**src/sv/rsd_pkg.sv**
```systemverilog
`timescale 1ns / 1ps
// ----------------------------------------------------------------------------
// rsd_pkg: shared types and constants of the run-length stream decoder
// Holds the token phase and status codes, the stream magic and the result
// word that travels from the decode step to the output register.
// ----------------------------------------------------------------------------
package rsd_pkg;

	// Number of header bytes: four magic bytes and a 32-bit length.
	localparam int unsigned HDR_LEN = 8;
	localparam int unsigned HIDX_W  = 4;

	localparam logic [7:0] LOW7_MASK = 8'h7F;
	localparam logic [7:0] TOP_BIT   = 8'h80;

	// Decoded byte total saturates at two to the power 32.
	localparam logic [32:0] COUNT_SAT = 33'h1_0000_0000;

	// Magic bytes 'R', 'L', 'E', '1' in stream order.
	localparam logic [7:0] MAGIC [4] = '{8'h52, 8'h4C, 8'h45, 8'h31};

	typedef enum logic [1:0] {
		PH_HEADER = 2'd0,
		PH_RUN    = 2'd1,
		PH_LIT    = 2'd2
	} phase_t;

	typedef enum logic [2:0] {
		ST_OK         = 3'd0,
		ST_BAD_HEADER = 3'd1,
		ST_TRUNC_RUN  = 3'd2,
		ST_TRUNC_LIT  = 3'd3,
		ST_MISMATCH   = 3'd4
	} status_t;

	// One input word.
	typedef struct packed {
		logic [7:0] in_byte;
		logic       last;
	} item_t;

	// One result word.
	typedef struct packed {
		logic [7:0] out_byte;
		logic [7:0] repeat_res;
		logic       done_res;
		status_t    status;
	} res_t;

endpackage

```
**src/sv/rsd_in_stage.sv**
```systemverilog
`timescale 1ns / 1ps
// ----------------------------------------------------------------------------
// rsd_in_stage: input register of the run-length stream decoder
// Captures one compressed word per cycle while not stalled and holds it
// until the decode step consumes it.
// ----------------------------------------------------------------------------
module rsd_in_stage (
	input  logic           clk,
	input  logic           arst_n,
	input  logic           in_valid,
	output logic           in_stall,
	input  rsd_pkg::item_t in_item,
	input  logic           adv,
	output logic           valid_s1,
	output rsd_pkg::item_t item_s1
);
	import rsd_pkg::*;

	// The held word leaves whenever the result side can advance.
	assign in_stall = valid_s1 && !adv;

	always_ff @(posedge clk or negedge arst_n) begin
		if (!arst_n) begin
			valid_s1 <= 1'b0;
		end else if (!in_stall) begin
			valid_s1 <= in_valid;
		end
	end

	// Payload is loaded on every accepted word.
	always_ff @(posedge clk) begin
		if (in_valid && !in_stall) begin
			item_s1 <= in_item;
		end
	end

endmodule

```
**src/sv/rsd_decode.sv**
```systemverilog
`timescale 1ns / 1ps
// ----------------------------------------------------------------------------
// rsd_decode: header check and token decode step
// Holds the stream state and, for the word in the input register, works out
// the next state and the result word in one pass of short logic.
// ----------------------------------------------------------------------------
module rsd_decode (
	input  logic           clk,
	input  logic           arst_n,
	input  logic           step,
	input  rsd_pkg::item_t item_s1,
	output logic           res_valid,
	output rsd_pkg::res_t  res
);
	import rsd_pkg::*;

	logic [HIDX_W-1:0] hidx_q, hidx_d;
	logic [31:0]       expected_q, expected_d;
	logic [32:0]       count_q, count_d;
	phase_t            phase_q, phase_d;
	logic [7:0]        lit_rem_q, lit_rem_d;
	logic [7:0]        run_len_q, run_len_d;
	logic              bad_q, bad_d;

	logic [7:0]  b;
	logic [7:0]  len;
	logic [7:0]  add_n;
	logic [32:0] sum;
	logic        have;

	assign b   = item_s1.in_byte;
	assign len = (b & LOW7_MASK) + 8'd1;
	assign sum = count_q + {25'd0, add_n};

	// Next state and result for the word in the input register.
	always_comb begin
		hidx_d     = hidx_q;
		expected_d = expected_q;
		phase_d    = phase_q;
		lit_rem_d  = lit_rem_q;
		run_len_d  = run_len_q;
		bad_d      = bad_q;
		add_n      = 8'd0;
		have       = 1'b0;
		res.out_byte   = 8'd0;
		res.repeat_res = 8'd0;
		res.done_res   = item_s1.last;
		res.status     = ST_OK;

		if (bad_q) begin
			// Bytes after a bad header are dropped until the last one.
		end else if (!hidx_q[HIDX_W-1]) begin
			if (!hidx_q[2]) begin
				if (b != MAGIC[hidx_q[1:0]]) begin
					bad_d = 1'b1;
				end
			end else begin
				expected_d[{hidx_q[1:0], 3'b000} +: 8] =
					expected_q[{hidx_q[1:0], 3'b000} +: 8] | b;
			end
			hidx_d = hidx_q + 4'd1;
		end else begin
			unique case (phase_q)
				PH_HEADER: begin
					if ((b & TOP_BIT) != 8'd0) begin
						run_len_d = len;
						phase_d   = PH_RUN;
					end else begin
						lit_rem_d = len;
						phase_d   = PH_LIT;
					end
				end
				PH_RUN: begin
					have           = 1'b1;
					res.out_byte   = b;
					res.repeat_res = run_len_q;
					add_n          = run_len_q;
					run_len_d      = 8'd0;
					phase_d        = PH_HEADER;
				end
				default: begin
					have           = 1'b1;
					res.out_byte   = b;
					res.repeat_res = 8'd1;
					add_n          = 8'd1;
					if (lit_rem_q != 8'd0) begin
						lit_rem_d = lit_rem_q - 8'd1;
					end
					if (lit_rem_d == 8'd0) begin
						phase_d = PH_HEADER;
					end
				end
			endcase
		end

		// Saturate the decoded total.
		count_d = (sum > COUNT_SAT) ? COUNT_SAT : sum;

		// Final status uses the state as it stands after this word.
		if (item_s1.last) begin
			if (bad_d || !hidx_d[HIDX_W-1]) begin
				res.status = ST_BAD_HEADER;
			end else if (phase_d == PH_RUN) begin
				res.status = ST_TRUNC_RUN;
			end else if (phase_d == PH_LIT) begin
				res.status = ST_TRUNC_LIT;
			end else if (count_d != {1'b0, expected_d}) begin
				res.status = ST_MISMATCH;
			end
		end
	end

	assign res_valid = step && (have || item_s1.last);

	// Stream state; the last word returns everything to its reset value.
	always_ff @(posedge clk or negedge arst_n) begin
		if (!arst_n) begin
			hidx_q     <= '0;
			expected_q <= '0;
			count_q    <= '0;
			phase_q    <= PH_HEADER;
			lit_rem_q  <= '0;
			run_len_q  <= '0;
			bad_q      <= 1'b0;
		end else if (step) begin
			if (item_s1.last) begin
				hidx_q     <= '0;
				expected_q <= '0;
				count_q    <= '0;
				phase_q    <= PH_HEADER;
				lit_rem_q  <= '0;
				run_len_q  <= '0;
				bad_q      <= 1'b0;
			end else begin
				hidx_q     <= hidx_d;
				expected_q <= expected_d;
				count_q    <= count_d;
				phase_q    <= phase_d;
				lit_rem_q  <= lit_rem_d;
				run_len_q  <= run_len_d;
				bad_q      <= bad_d;
			end
		end
	end

	// A data result never carries a zero count or more than 128 repeats.
	a_repeat_range: assert property (@(posedge clk) disable iff (!arst_n)
		(res_valid && !res.done_res) |-> (res.repeat_res != 8'd0 && res.repeat_res <= 8'd128))
		else $error("data word with bad repeat count");

	// After a last word the decoder starts a fresh stream.
	a_restart: assert property (@(posedge clk) disable iff (!arst_n)
		(step && item_s1.last) |=> (hidx_q == '0 && count_q == '0 && phase_q == PH_HEADER
		&& !bad_q))
		else $error("state not cleared after last word");

	// Tokens are only decoded once the whole header has been seen.
	a_phase_hdr: assert property (@(posedge clk) disable iff (!arst_n)
		(phase_q != PH_HEADER) |-> (hidx_q == 4'(HDR_LEN) && !bad_q))
		else $error("token phase active inside header");

	// The decoded total never passes its saturation value.
	a_count_sat: assert property (@(posedge clk) disable iff (!arst_n)
		count_q <= COUNT_SAT)
		else $error("decoded count above saturation");

endmodule

```
**src/sv/rsd_out_stage.sv**
```systemverilog
`timescale 1ns / 1ps
// ----------------------------------------------------------------------------
// rsd_out_stage: result register of the run-length stream decoder
// Holds one result word until the receiver takes it and tells the stages
// upstream when they may advance.
// ----------------------------------------------------------------------------
module rsd_out_stage (
	input  logic          clk,
	input  logic          arst_n,
	input  logic          res_valid,
	input  rsd_pkg::res_t res,
	output logic          adv,
	output logic          out_valid,
	input  logic          out_stall,
	output rsd_pkg::res_t res_s2
);
	import rsd_pkg::*;

	// The register can take a new word when empty or being emptied.
	assign adv = !out_valid || !out_stall;

	always_ff @(posedge clk or negedge arst_n) begin
		if (!arst_n) begin
			out_valid <= 1'b0;
		end else if (adv) begin
			out_valid <= res_valid;
		end
	end

	always_ff @(posedge clk) begin
		if (adv && res_valid) begin
			res_s2 <= res;
		end
	end

endmodule

```
**src/sv/rle_stream_decoder.sv**
```systemverilog
`timescale 1ns / 1ps
// ----------------------------------------------------------------------------
// rle_stream_decoder: streaming byte run-length decoder
// Checks the RLE1 magic and length header, then expands run and literal
// tokens into byte and repeat-count words with a final status.
// ----------------------------------------------------------------------------
// The decoder takes one compressed byte per clock cycle, with no gaps, as
// long as the result side keeps up. Each byte passes an input register, one
// decode step on the registered token state and a result register, and its
// result word is taken from the result register; while the result side
// stalls, the byte waits in the input register. Header bytes and token
// headers give no word except on the last byte, which always gives one
// word with done_res set and the stream status; the decoder is then ready
// for the next stream at once.
module rle_stream_decoder (
	input  logic       clk,
	input  logic       arst_n,
	input  logic       in_valid,
	output logic       in_stall,
	input  logic [7:0] in_byte,
	input  logic       last,
	output logic       out_valid,
	input  logic       out_stall,
	output logic [7:0] out_byte,
	output logic [7:0] repeat_res,
	output logic       done_res,
	output logic [2:0] status
);
	import rsd_pkg::*;

	item_t in_item;
	item_t item_s1;
	logic  valid_s1;
	logic  adv;
	logic  step;
	logic  res_valid;
	res_t  res;
	res_t  res_s2;

	assign in_item.in_byte = in_byte;
	assign in_item.last    = last;

	// A word is decoded when it is held and the result side can advance.
	assign step = valid_s1 && adv;

	rsd_in_stage u_in (
		.clk      (clk),
		.arst_n   (arst_n),
		.in_valid (in_valid),
		.in_stall (in_stall),
		.in_item  (in_item),
		.adv      (adv),
		.valid_s1 (valid_s1),
		.item_s1  (item_s1)
	);

	rsd_decode u_dec (
		.clk       (clk),
		.arst_n    (arst_n),
		.step      (step),
		.item_s1   (item_s1),
		.res_valid (res_valid),
		.res       (res)
	);

	rsd_out_stage u_out (
		.clk       (clk),
		.arst_n    (arst_n),
		.res_valid (res_valid),
		.res       (res),
		.adv       (adv),
		.out_valid (out_valid),
		.out_stall (out_stall),
		.res_s2    (res_s2)
	);

	assign out_byte   = res_s2.out_byte;
	assign repeat_res = res_s2.repeat_res;
	assign done_res   = res_s2.done_res;
	assign status     = res_s2.status;

endmodule
```
**config.mk**
```make
export PLATFORM = sky130hd
export DESIGN_NAME = rle_stream_decoder
export DESIGN_NICKNAME = d
export VERILOG_FILES = /design/src/sv/rsd_pkg.sv /design/src/sv/rsd_in_stage.sv /design/src/sv/rsd_decode.sv /design/src/sv/rsd_out_stage.sv /design/src/sv/rle_stream_decoder.sv
export SDC_FILE = /design/constraint.sdc
export NUM_CORES = 1
export LEC_CHECK = 0
export ABC_AREA = 1
export BUFFER_PORTS_ARGS = -buffer_cell sky130_fd_sc_hd__buf_2
export CORE_MARGIN = 10
export CORE_UTILIZATION = 63
export CTS_CLUSTER_DIAMETER = 50
export DETAILED_ROUTE_END_ITERATION = 8
export GPL_TIMING_DRIVEN = 0
export PLACE_DENSITY = 0.81
export SYNTH_ARGS = -nofsm -noshare
export SYNTH_HDL_FRONTEND = slang
export SYNTH_HIERARCHICAL = 1
export SYNTH_SLANG_ARGS = --single-unit
```
**constraint.sdc**
```tcl
create_clock -name clk -period 4.6 [get_ports clk]
set_input_delay 0.69 -clock clk [delete_from_list [all_inputs] [get_ports clk]]
set_output_delay 0.69 -clock clk [all_outputs]
set_load 0.02 [all_outputs]
```
[Yosys cells after proc, flatten, opt, wreduce, memory -nomap -nowiden]
Index checks and enable logic that the tools add are counted.
Operators by class
  add/subtract/negate cells: 5
  $lt $le $gt $ge: 2
  eq/ne operators: 10
  shift-type cells: 3
  multiplexer cells: 49
  bitwise gates (word level): 4
  reduce and logical (&&, ||, !) cells: 25
Operator list (number)
  two-way mux 32 bit: 4
  two-way mux 8 bit: 16
  two-way mux 33 bit: 2
  case mux 8 bit (2 select lines): 3
  adder 33 x 8 -> 33 bit: 1
  greater-than comparator 33 bit, second input constant: 1
  inequality test 33 x 32 -> 1 bit: 1
  bitwise mux 32 bit: 1
  case mux 16 bit (2 select lines): 1
  variable shift 8 x 7 -> 32 bit, first input constant: 1
  indexed part select 32 x 6 -> 8 bit: 1
  indexed part select 8 x 7 -> 32 bit: 1
  binary-select mux 8 bit (select 2 bit): 1
  two-way mux 2 bit: 7
  two-way mux 4 bit: 3
  AND reduction 5 bit: 2
  two-way mux 1 bit: 9
  adder 7 x 1 -> 8 bit, second input constant: 1
  logical NOT 8 bit: 1
  inequality test 8 bit: 1
  bitwise OR 8 bit: 1
  nonzero test 8 bit: 1
  subtractor 8 x 1 -> 8 bit, second input constant: 1
  negator 5 -> 7 bit: 1
  other kinds (19): 36
Word-level totals
  bits in registers: 119
  input bits: 13
  output and inout bits: 22
  logic and storage cells: 116

[Longest topological paths before layout]
Gate-level depths: netlist (run 1).
  word-level depth: 14
  mapped depth: 30
  gate-level depth less buffers: 29

[Cells and area by module]
Netlist (run 1), hierarchy kept.
By module, submodules not included
  rsd_decode: instances 1, cells each 1071, area an instance 6831.6 um^2, seq. area each 2202.1 um^2
  rsd_out_stage: instances 1, cells each 25, area an instance 641.9 um^2, seq. area each 625.6 um^2
  rsd_in_stage: instances 1, cells each 16, area an instance 327.8 um^2, seq. area each 295.3 um^2
  rle_stream_decoder: instances 1, cells each 2, area an instance 7.5 um^2, seq. area each 0.0 um^2

[Worst setup path after synthesis (run 1)]
Ideal clock, no wire load.
  path kind: register to register
  from: register u_dec.phase_q[1]
  to: register, netlist name u_out/res_s2[2]
  library setup time: 252 ps
  arrival: 3726 ps
  required time: 4348 ps
  setup slack: 622 ps
  cell stages (with the launch flop): 26
  path buffers: 3
  clock period less this slack: 3978 ps
  cell sequence: dfrtp_1 > nor2_1 > inv_1 > clkbuf_1 > nand2_1 > a21oi_1 > ha_1 > fa_1 > nand3_1 > nand3_1 > nand3_1 > nand2_2 > nand2_1 > nor3_1 > nand3_1 > xor2_1 > inv_1 > nand2_2 > buf_6 > buf_6 > nand2_1 > xor2_1 > nor2_1 > nand3_1 > nor2_1 > nor2_1
On the way
  word-level cells in the longest chain between the ends: 9
  elaborated cells between the ends (all ways): 17
  classes of those cells: 1 x add/sub; 1 x order compare; 4 x eq/ne; 9 x mux; 2 x reduce/logical
Ends and longest elaborated chain
  from (decl): line rsd_decode.sv:20  | phase_t phase_q, phase_d;
  from (signal assigned): line rsd_decode.sv:138  | phase_q <= phase_d;
  == test 2 x 1 -> 1 bit / logical NOT 2 bit (equally long branches): line rsd_decode.sv:63  | unique case (phase_q)
  case mux 8 bit (2 select lines): line rsd_decode.sv:63
  two-way mux 8 bit: line rsd_decode.sv:52  | end else if (!hidx_q[HIDX_W-1]) begin
  two-way mux 8 bit: line rsd_decode.sv:50  | if (bad_q) begin
  adder 33 x 8 -> 33 bit: line rsd_decode.sv:33  | assign sum = count_q + {25'd0, add_n};
  greater-than comparator 33 bit: line rsd_decode.sv:97  | count_d = (sum > COUNT_SAT) ? COUNT_SAT : sum;
  two-way mux 33 bit: line rsd_decode.sv:97
  inequality test 33 x 32 -> 1 bit: line rsd_decode.sv:107  | end else if (count_d != {1'b0, expected_d}) begin
  two-way mux 3 bit: line rsd_decode.sv:107
Parallel ways exist; a longest one is shown, timed or not.
A chain may end at the register's enable or synchronous reset.

[Worst setup path after layout (run 1)]
  from: register u_dec.hidx_q[3]
  to: register, netlist name u_out/res_s2[2]
On the way
  word-level cells in the longest chain between the ends: 7
  elaborated cells between the ends (all ways): 21
  classes of those cells: 2 x add/sub; 1 x order compare; 3 x eq/ne; 12 x mux; 3 x reduce/logical
Ends and longest elaborated chain
  from (decl): line rsd_decode.sv:17  | logic [HIDX_W-1:0] hidx_q, hidx_d;
  from (signal assigned): line rsd_decode.sv:135  | hidx_q <= hidx_d;
  two-way mux 8 bit: line rsd_decode.sv:52
  two-way mux 8 bit: line rsd_decode.sv:50
  adder 33 x 8 -> 33 bit: line rsd_decode.sv:33
  greater-than comparator 33 bit: line rsd_decode.sv:97
  two-way mux 33 bit: line rsd_decode.sv:97
  inequality test 33 x 32 -> 1 bit: line rsd_decode.sv:107
  two-way mux 3 bit: line rsd_decode.sv:107
Parallel ways exist; a longest one is shown, timed or not. The select of a mux whose other input is x is not followed.

==> results of run 1 <==
-- worst max-delay path by stage --
stage                           startpoint         endpoint  slack [ps]  cells past startpoint
after floorplan           u_dec/phase_q[1]  u_out/res_s2[2]         620                     25
after global placement    u_dec/phase_q[1]  u_out/res_s2[2]        -550                     27
after detailed placement  u_dec/phase_q[1]  u_out/res_s2[2]        -560                     27
after CTS                 u_dec/phase_q[1]  u_out/res_s2[2]           5                     26
after global routing      u_dec/phase_q[0]  u_out/res_s2[2]          30                     28
final                      u_dec/hidx_q[3]  u_out/res_s2[2]         270                     26
-- report_power, final --
group | switching [W] | internal (W)
clock | 0.000468 | 0.000675
combinational | 0.000437 | 0.000174
sequential | 0.0000408 | 0.00112
-- sequential cells by signal, summed over array words and instances, names as in the netlist --
name / flops
u_dec/count_q: 33
u_dec/expected_q: 32
u_out/res_s2: 20
u_in/item_s1: 9
u_dec/lit_rem_q: 8
u_dec/run_len_q: 8
u_dec/hidx_q: 4
u_dec/phase_q: 2
u_dec/bad_q: 1
u_in/valid_s1: 1
u_out/out_valid: 1
-- through the flow --
| stage | utilization (%) | std cells |
|---|---|---|
| after global routing | 73.51 | 1353 |
| after detailed placement | 68.30 | 1318 |
| after CTS | 72.70 | 1350 |
| final | 73.51 | 1353 |
| after global placement | 67.89 | 1316 |
| after floorplan | - | 1114 |
-- worst max-delay path, delay by kind of cell (launching register included) --
family,cells,cell delay [ps]
compound gates,1,180
simple gates,19,2330
xor+xnor,1,230
fa+ha+maj,2,510
flops,1,380
buf+inv,3,410
-- timing repair --
action,in CTS,in global routing
endpoints found under the setup margin,1,1
pin swaps,1,3
setup buffers,1,3
gates cloned,0,0
gates resized for setup,8,18
-- logic make-up after synthesis --
logic type | count (synthesis) | share of synthesized area, %
buffers and inverters | 234 | 11.70
AO/OA/AOI/OAI | 178 | 13.67
XOR/XNOR | 22 | 2.467
adder cells (fa/ha/maj) | 22 | 3.621
flip-flops | 119 | 39.99
AND/OR/NAND/NOR | 539 | 28.55
-- placed cells by master (no fill, tap or decap), drive strengths merged --
cell and count:
ha 21, nand4 12, xor2 18, fa 1
a221oi 1, a31oi 1, and2 2, xnor2 4
or3 1, o211ai 2, nor4 2, clkinvlp 2
nand3 90, a22o 1, o32ai 2, a21oi 21
o21ai 44, edfxtp 29, o2111ai 1, a211oi 7
inv 205, o22ai 96, o21a 1, clkinv 9
nor2 116, dfrtp 90, o41ai 1, nor3 23
nand2 293, buf 49, clkbuf 40
-- layer usage --
layer / track usage [%] / up-vias / wire length, µm
li1: - / 3755 / -
met1: 38.44 / 3718 / 10450
met2: 42.59 / 508 / 10970
met3: 7.279 / 71 / 2791
met4: 10.07 / 0 / 872
met5: 0 / - / 0
-- cell type report --
class                           instances  area (µm²)  area share, %
Clock inverter                         11       60.06         0.6774
Sequential cell                       119        3124          35.24
Tap cell                              168       210.2          2.371
Timing Repair Buffer                   40       245.2          2.766
Inverter                              205       772.0          8.707
Clock buffer                           21       440.4          4.968
Buffer                                 28       140.1          1.581
Multi-Input combinational cell        761        3874          43.69
==> reports/qor.yml, run 1 <==
slew_headroom_pct: 51.64
netlist_top_cells_count: "289 x nand2_1, 196 x inv_1, 111 x nor2_1"
gp_congestion: 0.9877
fin_crit_ps: 4328
synth_top_cell_area_share_pct: 28.84
drt_iter0_drc: 1192
ir_worst_vdd_v: 0.0003255
yosys.area.top_type: "dfrtp_1"
maxClockFrequency_mhz: 231.1
yosysMostFrequentCell: "nand2_1"
ant_nets: 0
cp_max_fo: 10
critPathCaptureType: "flip-flop"
root_buffer: "clkbuf_16"
grt_antenna_before_repair: 0
area_growth_pct: 13.54
grt_setup_unrepaired: "no"
synth-seq-area-share_pct: 39.99
finalInstanceArea_um2: 8866
holdWs_ps: 160.4
clock_skew_ps: 10.11
grt_pass1_wl_um: 39340
setup_tns_ps: 0
drv_cap: 0
ys.flop_type: "dfrtp_1"
arrival_ps: 4500
fin_crit_sh_pct: 94.08
grt_use_total_pct: 28.25
drcViolationCount: 1
via_count: 8052
required_ps: 4780
failed_checks: "design-rule violations"
nets: 1207
finalSetupViolCount: 0
run_status: "finished, violations left"
clkTransAtPathRegs_ps: 60
cts_made_buffers: 17
grt_max_degree: 72
core_um2: 12060
powerDensity_nw_per_um2: 328.8
grt_pass1_vias: 7389
fp-row-count: 40
worstSetupPathType: "flip-flop to flip-flop"
wl_um: 25090
drive_gt1_share_pct: 9.451
syn-cell-area_um2: 7809
start_util_pct: 64.74
fin_ws_ps: 272.2
leakage_nw: 4.211
clock-sinks: 119
holdBufCountCts: 0
wire_per_inst_um: 18.54
worstMarginPinSlew_ps: 722.8
slowest_delay_ps: 380
die_y_um: 131.3
grt_overflow_total: 0
async_reset_ff_share_pct: 75.63
synth_warnings: 6
tritoncts: "built"
avgSynthCellArea_um2: 7.010
r2r_slack_ps: 270
startpoint_type: "flip-flop"
synth_edf_count: 29
io_pins: 35
synth_area_leaders: "dfrtp_1 29%, nand2_1 14%, edfxtp_1 11%, inv_1 9.4%, o22ai_1 7.7%"
syn_inst: 1114
via_per_inst: 5.951
dp_slack_ps: -564.1
synth_cell_types: 39
dpl-instance-area_um2: 8238
worst_r2r_endpoint: "u_out/res_s2[2]"
timing.rr.start: "u_dec/hidx_q[3]"
drt-pass1-iter-count: 9
die_x_um: 131.3
slew_violations: 0
crit_top_cell: "nand2_1"
clk_path_buf_depth: 2
ys_ff_latch: 119
power_w: 0.002915
synth_nets: 1149
hold_viol: 0
dieArea_um2: 17250
dp_hpwl_um: 18880
n_antenna_cell: 0
hold_class: "input port to asynchronous set/reset pin"
clk_latency_ps: 420
worst_path_max_delay_cell: "dfrtp_1"
htreeDepth: 4
io_buffers: 34
r2r_cells: 26
fillerInstances: 955
Note: power is estimated with default switching activity, not from simulation.
==> run 2, diff against run 1 <==
--- a/config.mk
+++ b/config.mk
@@ -8,11 +8,13 @@
 export ABC_AREA = 1
 export BUFFER_PORTS_ARGS = -buffer_cell sky130_fd_sc_hd__buf_2
 export CORE_MARGIN = 10
-export CORE_UTILIZATION = 63
+export CORE_UTILIZATION = 64
+export CTS_BUF_LIST = sky130_fd_sc_hd__clkbuf_8
 export CTS_CLUSTER_DIAMETER = 50
 export DETAILED_ROUTE_END_ITERATION = 8
 export GPL_TIMING_DRIVEN = 0
-export PLACE_DENSITY = 0.81
+export PLACE_DENSITY = 0.82
+export RECOVER_POWER = 100
 export SYNTH_ARGS = -nofsm -noshare
 export SYNTH_HDL_FRONTEND = slang
 export SYNTH_HIERARCHICAL = 1
==> run 2 against run 1 <==
  * The run ends with max-capacitance violations, max-slew violations left
  * Critical path type unchanged
  * Core utilization fell by 0.67 points
  * Via count fell by 0.73%
  * Critical endpoint unchanged
  * Clock power is 12% lower
  * Global-route usage is 1.3 points higher
  * Hold slack improved by 260 ps
  * Final cell count decreased by 1.7%
  * Routed wire length down 1.8%
  * Highest routed layer unchanged
  * First-iteration DRC count is 0.42% higher
  * Clock skew increased by 3.8 ps
  * Die area down 1.3%
  * Cell area down 1.7%
==> reports/qor.yml, run 2 (synthesis gave the netlist of run 1 again) <==
gp_congestion: 1.040  # +5.3%
fp-row-count: 40  # unchanged
root_buffer: "clkbuf_8"
multi_input_area_um2: 3870  # about the same
htreeDepth: 4  # unchanged
die_y_um: 130.5  # -0.66%
top_register: "u_dec/count_q"
drt_iter0_drc: 1197  # +0.42%
grt_pass1_wl_um: 38740  # -1.5%
wl_um: 24620  # -1.8%
clock-sinks: 119  # unchanged
drv_cap: 2  # +2
required_ps: 4800  # +20 ps
ir_worst_vdd_v: 0.0003566  # +9.5%
reg_top3: "u_dec/count_q x33, u_dec/expected_q x32, u_out/res_s2 x20"
arrival_ps: 4500  # about the same
largest_reg_flops: 33  # unchanged
drt-pass1-iter-count: 6  # -3
dieArea_um2: 17020  # -1.3%
start_util_pct: 65.28  # +0.54 points
core_um2: 11960  # -0.83%
clk_latency_ps: 450  # +30 ps
die_x_um: 130.5  # -0.66%
io_buffers: 34  # unchanged
powerDensity_nw_per_um2: 316.7  # -3.7%
leakage_nw: 4.174  # -0.87%
dpl-instance-area_um2: 8212  # -0.32%
failed_checks: "max-capacitance violations, max-slew violations"
fin_crit_ps: 4301  # -27.12 ps
io_pins: 35  # unchanged
maxClockFrequency_mhz: 232.5  # +0.63%
startpoint_type: "flip-flop"
setup_tns_ps: 0  # unchanged
crit_buf_inv: 3  # unchanged
grt_pass1_vias: 7403  # +0.19%
clk_path_buf_depth: 2  # unchanged
clkTransAtPathRegs_ps: 70  # about the same
drcViolationCount: 0  # -1
nets: 1205  # -0.17%
slew_violations: 93  # +93
grt_use_total_pct: 29.50  # +1.3 points
area_growth_pct: 11.57
wire_per_inst_um: 18.51  # -0.15%
critPathCaptureType: "flip-flop"
dp_hpwl_um: 18710  # -0.90%
layout_commonest_cell: "nand2_1"
slowest_delay_ps: 410  # +30 ps
via_per_inst: 6.010  # +0.98%
power_w: 0.002759  # -5.3%
crit_family: "simple AND/OR/NAND/NOR gates"
worstMarginPinSlew_ps: 1654  # +930.9 ps
r2r_slack_ps: 300  # +30 ps
drive_gt1_share_pct: 8.960  # -0.49 points
holdBufCountCts: 0  # unchanged
slew_headroom_pct: -10.24  # -62 points
clock_skew_ps: 13.86  # +3.750 ps
worstSetupPathType: "flip-flop to flip-flop"
mostFrequentLayoutCells: "288 x nand2_1, 200 x inv_1, 109 x nor2_1, 96 x o22ai_1, 89 x dfrtp_1"
hold_class: "input port to flip-flop"
run_status: "finished, violations left"
grt_antenna_before_repair: 0  # unchanged
ant_nets: 0  # unchanged
finalInstanceArea_um2: 8712  # -1.7%
register_area_um2: 3124  # unchanged
finalSetupViolCount: 0  # unchanged
cts_made_buffers: 17  # unchanged
hold_viol: 0  # unchanged
grt_max_degree: 62  # -14%
worst_path_max_delay_cell: "dfrtp_1"
crit_top_cell: "nand2_1"
n_antenna_cell: 0  # unchanged
via_count: 7993  # -0.73%
tritoncts: "built"
fin_crit_sh_pct: 93.49  # -0.59 points
grt_overflow_total: 0  # unchanged
fillerInstances: 997  # +4.4%
cp_max_fo: 10  # unchanged
-- run 2: per-layer routing --
layer / track usage, % / vias to the layer above / wire length [µm]
met1: 40.72 / 3651 / 10410
met2: 43.34 / 499 / 10600
met4: 11.97 / 0 / 980
met3: 7.655 / 84 / 2626
li1: - / 3759 / -
met5: 0 / - / 0
-- run 2: worst paths after layout --
kind                                        from              endpoint  cells past startpoint
max in group asynchronous                 arst_n      u_dec/phase_q[1]                      2
worst min-delay path                  in_byte[5]       u_in/item_s1[6]                      1
worst max register to register   u_dec/hidx_q[3]       u_out/res_s2[2]                     26
worst max-delay path             u_dec/hidx_q[3]       u_out/res_s2[2]                     26
worst min register to register  u_dec/count_q[0]      u_dec/count_q[0]                      2
min in group asynchronous                 arst_n  u_dec/expected_q[16]                      1
-- run 2: per-stage QoR --
stage                     utilization, %  hold WS (ps)  setup WS [ps]  std cells
after global routing               72.83         403.2         -20.98       1330
after floorplan                        -         394.4          622.2       1114
after global placement             68.24         467.5         -487.1       1295
final                              72.83         416.9          299.3       1330
after CTS                          72.19         176.4          17.99       1328
after detailed placement           68.65         479.8         -475.4       1297
-- run 2: timing repair --
item | CTS | global route
pin swaps | 0 | 3
gates resized for setup | 7 | 18
buffers inserted | 0 | 2
setup endpoints to repair | 1 | 1
-- run 2: power by group --
group	total, W	switching [W]	internal, W	leakage (nW)
Clock	0.000998	0.000424	0.000574	0.218
Combinational	0.000603	0.000435	0.000168	2.43
Sequential	0.00116	0.0000401	0.00112	1.52
Total	0.00276	0.000900	0.00186	4.17
-- run 2: final cells by class --
class,instances,area share (%)
Multi-Input combinational cell,761,44.42
Clock inverter,15,1.968
Inverter,205,8.861
Tap cell,147,2.111
Buffer,28,1.608
Clock buffer,17,2.686
Sequential cell,119,35.86
Timing Repair Buffer,38,2.485
-- run 2: worst register-to-register path: stages (launching register included) --
cell and delay, ps:
dfrtp_1 410, inv_1 110, nor2_4 210, nand2_4 120
a21oi_2 170, ha_1 240, fa_2 260, nand3_1 110
nand3_2 130, nand3_2 110, nand2_4 150, nand2_1 100
nor3_1 190, nand3_2 180, xor2_2 310, inv_1 90
nand2_2 110, buf_4 200, nand2_1 130, nand2_1 90
nand2_1 50, nor2_1 120, nand2_1 60, nor2_1 90
nand3_1 90, nor2_1 160, nor2_1 70
==> run 3, diff against run 2 <==
--- a/config.mk
+++ b/config.mk
@@ -7,7 +7,6 @@
 export LEC_CHECK = 0
 export ABC_AREA = 1
 export BUFFER_PORTS_ARGS = -buffer_cell sky130_fd_sc_hd__buf_2
-export CORE_MARGIN = 10
 export CORE_UTILIZATION = 64
 export CTS_BUF_LIST = sky130_fd_sc_hd__clkbuf_8
 export CTS_CLUSTER_DIAMETER = 50
==> run 3 against run 2 <==
  * The run still ends with max-capacitance violations, max-slew violations left
  * Core utilization grew 1.9 points
  * Hold slack improved by 2.6 ps
  * Global-route usage rose by 10 points
  * Largest cell class unchanged
  * First-iteration DRC count down 6.2%
  * Register-to-register slack better by 20 ps
  * Cell area stayed put
  * Clock skew down 3.5 ps
  * Sequential power about the same
  * Combinational power shrank 0.8%
  * Sequential share of layout area is essentially flat
  * Clock-buffer cell count increased by 2
  * Critical endpoint unchanged
==> reports/qor.yml, run 3 (synthesis gave the netlist of run 1 again) <==
grt_overflow_total: 0  # unchanged
drv_cap: 2  # unchanged
slew_headroom_pct: -18.60  # -8.4 points
critPathCaptureType: "flip-flop"
timing.rr.start: "u_dec/phase_q[1]"
hold_viol: 0  # unchanged
via_count: 7927  # -0.83%
root_buffer: "clkbuf_8"
dp_hpwl_um: 18030  # -3.6%
clkTransAtPathRegs_ps: 70  # about the same
r2r_cells: 25  # -3.8%
io_pins: 35  # unchanged
dp_cells: 1293  # -0.31%
fin_crit_ps: 4282  # -18.26 ps
holdBufCountCts: 0  # unchanged
clk_path_buf_depth: 2  # unchanged
worstHoldStart: "in_byte[3]"
n_antenna_cell: 0  # unchanged
finalSetupViolCount: 0  # unchanged
largest_reg_flops: 33  # unchanged
maxClockFrequency_mhz: 233.5  # +0.43%
clock-sinks: 119  # unchanged
area_growth_pct: 11.57  # unchanged
drt_iter0_drc: 1123  # -6.2%
required_ps: 4800  # about the same
grt_max_degree: 59  # -4.8%
mostFrequentLayoutCells: "288 x nand2_1, 199 x inv_1, 109 x nor2_1, 96 x o22ai_1, 90 x dfrtp_1"
htreeDepth: 4  # unchanged
wire_per_inst_um: 18.21  # -1.7%
clk_latency_ps: 450  # about the same
stdcell_count: 1327  # -0.23%
slew_violations: 84  # -9.7%
dp_slack_ps: -444.9  # +30.54 ps
fin_crit_sh_pct: 93.10  # -0.40 points
hold_depth: 1  # unchanged
leakage_nw: 4.179  # about the same
tritoncts: "built"
start_util_pct: 66.96  # +1.7 points
grt_pass1_wl_um: 37930  # -2.1%
drive_gt1_share_pct: 9.291  # +0.33 points
run_status: "finished, violations left"
clock_skew_ps: 10.31  # -3.544 ps
drcViolationCount: 0  # unchanged
final_util_pct: 74.70  # +1.9 points
drt-pass1-iter-count: 6  # unchanged
worstMarginPinSlew_ps: 1779  # +125.4 ps
worstSetupPathType: "flip-flop to flip-flop"
via_per_inst: 5.974  # -0.60%
grt_antenna_before_repair: 0  # unchanged
nets: 1206  # +0.083%
failed_checks: "max-capacitance violations, max-slew violations"
register_area_um2: 3123  # about the same
ir_worst_vdd_v: 0.0002802  # -21%
powerDensity_nw_per_um2: 312.3  # -1.4%
top_register: "u_dec/count_q"
multi_input_area_um2: 3872  # about the same
hold_class: "input port to flip-flop"
layout_commonest_cell: "nand2_1"
setup.worst_path.start: "u_dec/phase_q[1]"
arrival_ps: 4480  # -20 ps
fin_ws_ps: 317.6  # +18.26 ps
gp_congestion: 1.056  # +1.6%
holdWs_ps: 419.5  # +2.625 ps
wl_um: 24160  # -1.9%
grt_pass1_vias: 7415  # +0.16%
fillerInstances: 937  # -6.0%
fp-row-count: 39  # -2.5%
die_y_um: 112.5  # -14%
io_buffers: 34  # unchanged
startpoint_type: "flip-flop"
ant_nets: 0  # unchanged
die_x_um: 112.5  # -14%
reg_top3: "u_dec/count_q x33, u_dec/expected_q x32, u_out/res_s2 x20"
cp_max_fo: 12  # +2
grt_use_total_pct: 39.81  # +10 points
dieArea_um2: 12650  # -26%
cts_made_buffers: 17  # unchanged
core_um2: 11660  # -2.5%
## run 3: cell count changes in the layout (fill, tap and decap cells not counted), sizes merged
| cell | delta |
|---|---|
| clkinv | -1 |
| inv | -1 |
| buf | +1 |
| bufinv | -1 |
| clkinvlp | +1 |
| clkbuf | +2 |
## run 3: final timing paths
| kind | to | slack [ps] |
|---|---|---|
| worst min register to register | u_dec/count_q[0] | 510 |
| worst min-delay path | u_in/item_s1[4] | 420 |
| max in group asynchronous | u_dec/count_q[27] | 1610 |
| worst max-delay path | u_out/res_s2[2] | 320 |
| min in group asynchronous | u_in/valid_s1 | 710 |
| worst max register to register | u_out/res_s2[2] | 320 |
## run 3: power breakdown
| group | internal, W | switching, W | leakage, nW |
|---|---|---|---|
| Clock | 0.000552 | 0.000413 | 0.216 |
| Sequential | 0.00112 | 0.0000406 | 1.53 |
| Combinational | 0.000171 | 0.000427 | 2.44 |
## run 3: repair_timing
action,CTS,global route
resized for setup,6,19
endpoints found under the setup margin,1,1
setup buffers,0,3
pin swaps,0,4
## run 3: metrics by stage
stage / area, µm² / total power (W) / setup TNS (ps)
2_1_floorplan: 7809 / 0.001562 / 0
3_5_place_dp: 8207 / 0.001738 / -444.9
4_1_cts: 8618 / 0.002698 / 0
6_report: 8712 / 0.002721 / 0
3_3_place_gp: 8158 / 0.001723 / -427.4
5_1_grt: 8712 / 0.002841 / -26.93
## run 3: worst max-delay path: stages, from the launching register on
cell and delay (ps):
dfrtp_1 460, nor2_4 80, inv_2 200, nand2_4 140
a21oi_2 180, ha_1 240, fa_1 270, nand3_1 110
nand3_2 130, nand3_2 110, nand2_4 130, nand2_1 80
nor3_1 150, nand3_1 180, xor2_2 300, inv_1 80
nand2_2 110, buf_6 150, buf_6 160, nand2_1 130
nand2_1 90, nand4_1 120, nor2_1 130, nand3_1 80
nor2_1 130, nor2_1 70
## run 3: layout make-up
| class | count | share of cell area, % |
|---|---|---|
| repair buffers | 39 | 2.571 |
| inverters | 205 | 8.861 |
| well taps | 143 | 2.054 |
| multi-input cells | 761 | 44.45 |
| flip-flops and latches | 119 | 35.85 |
| clock inverters | 13 | 1.608 |
| plain buffers | 28 | 1.608 |
| clock buffers | 19 | 3.002 |
## run 3: layer usage
metal	global-route usage [%]	wire length (µm)	share of wire, %
met2	59.46	10320	43
met3	10.75	2865	12
met1	55.29	10150	42
met4	15.82	829	3.4
met5	0	0	0
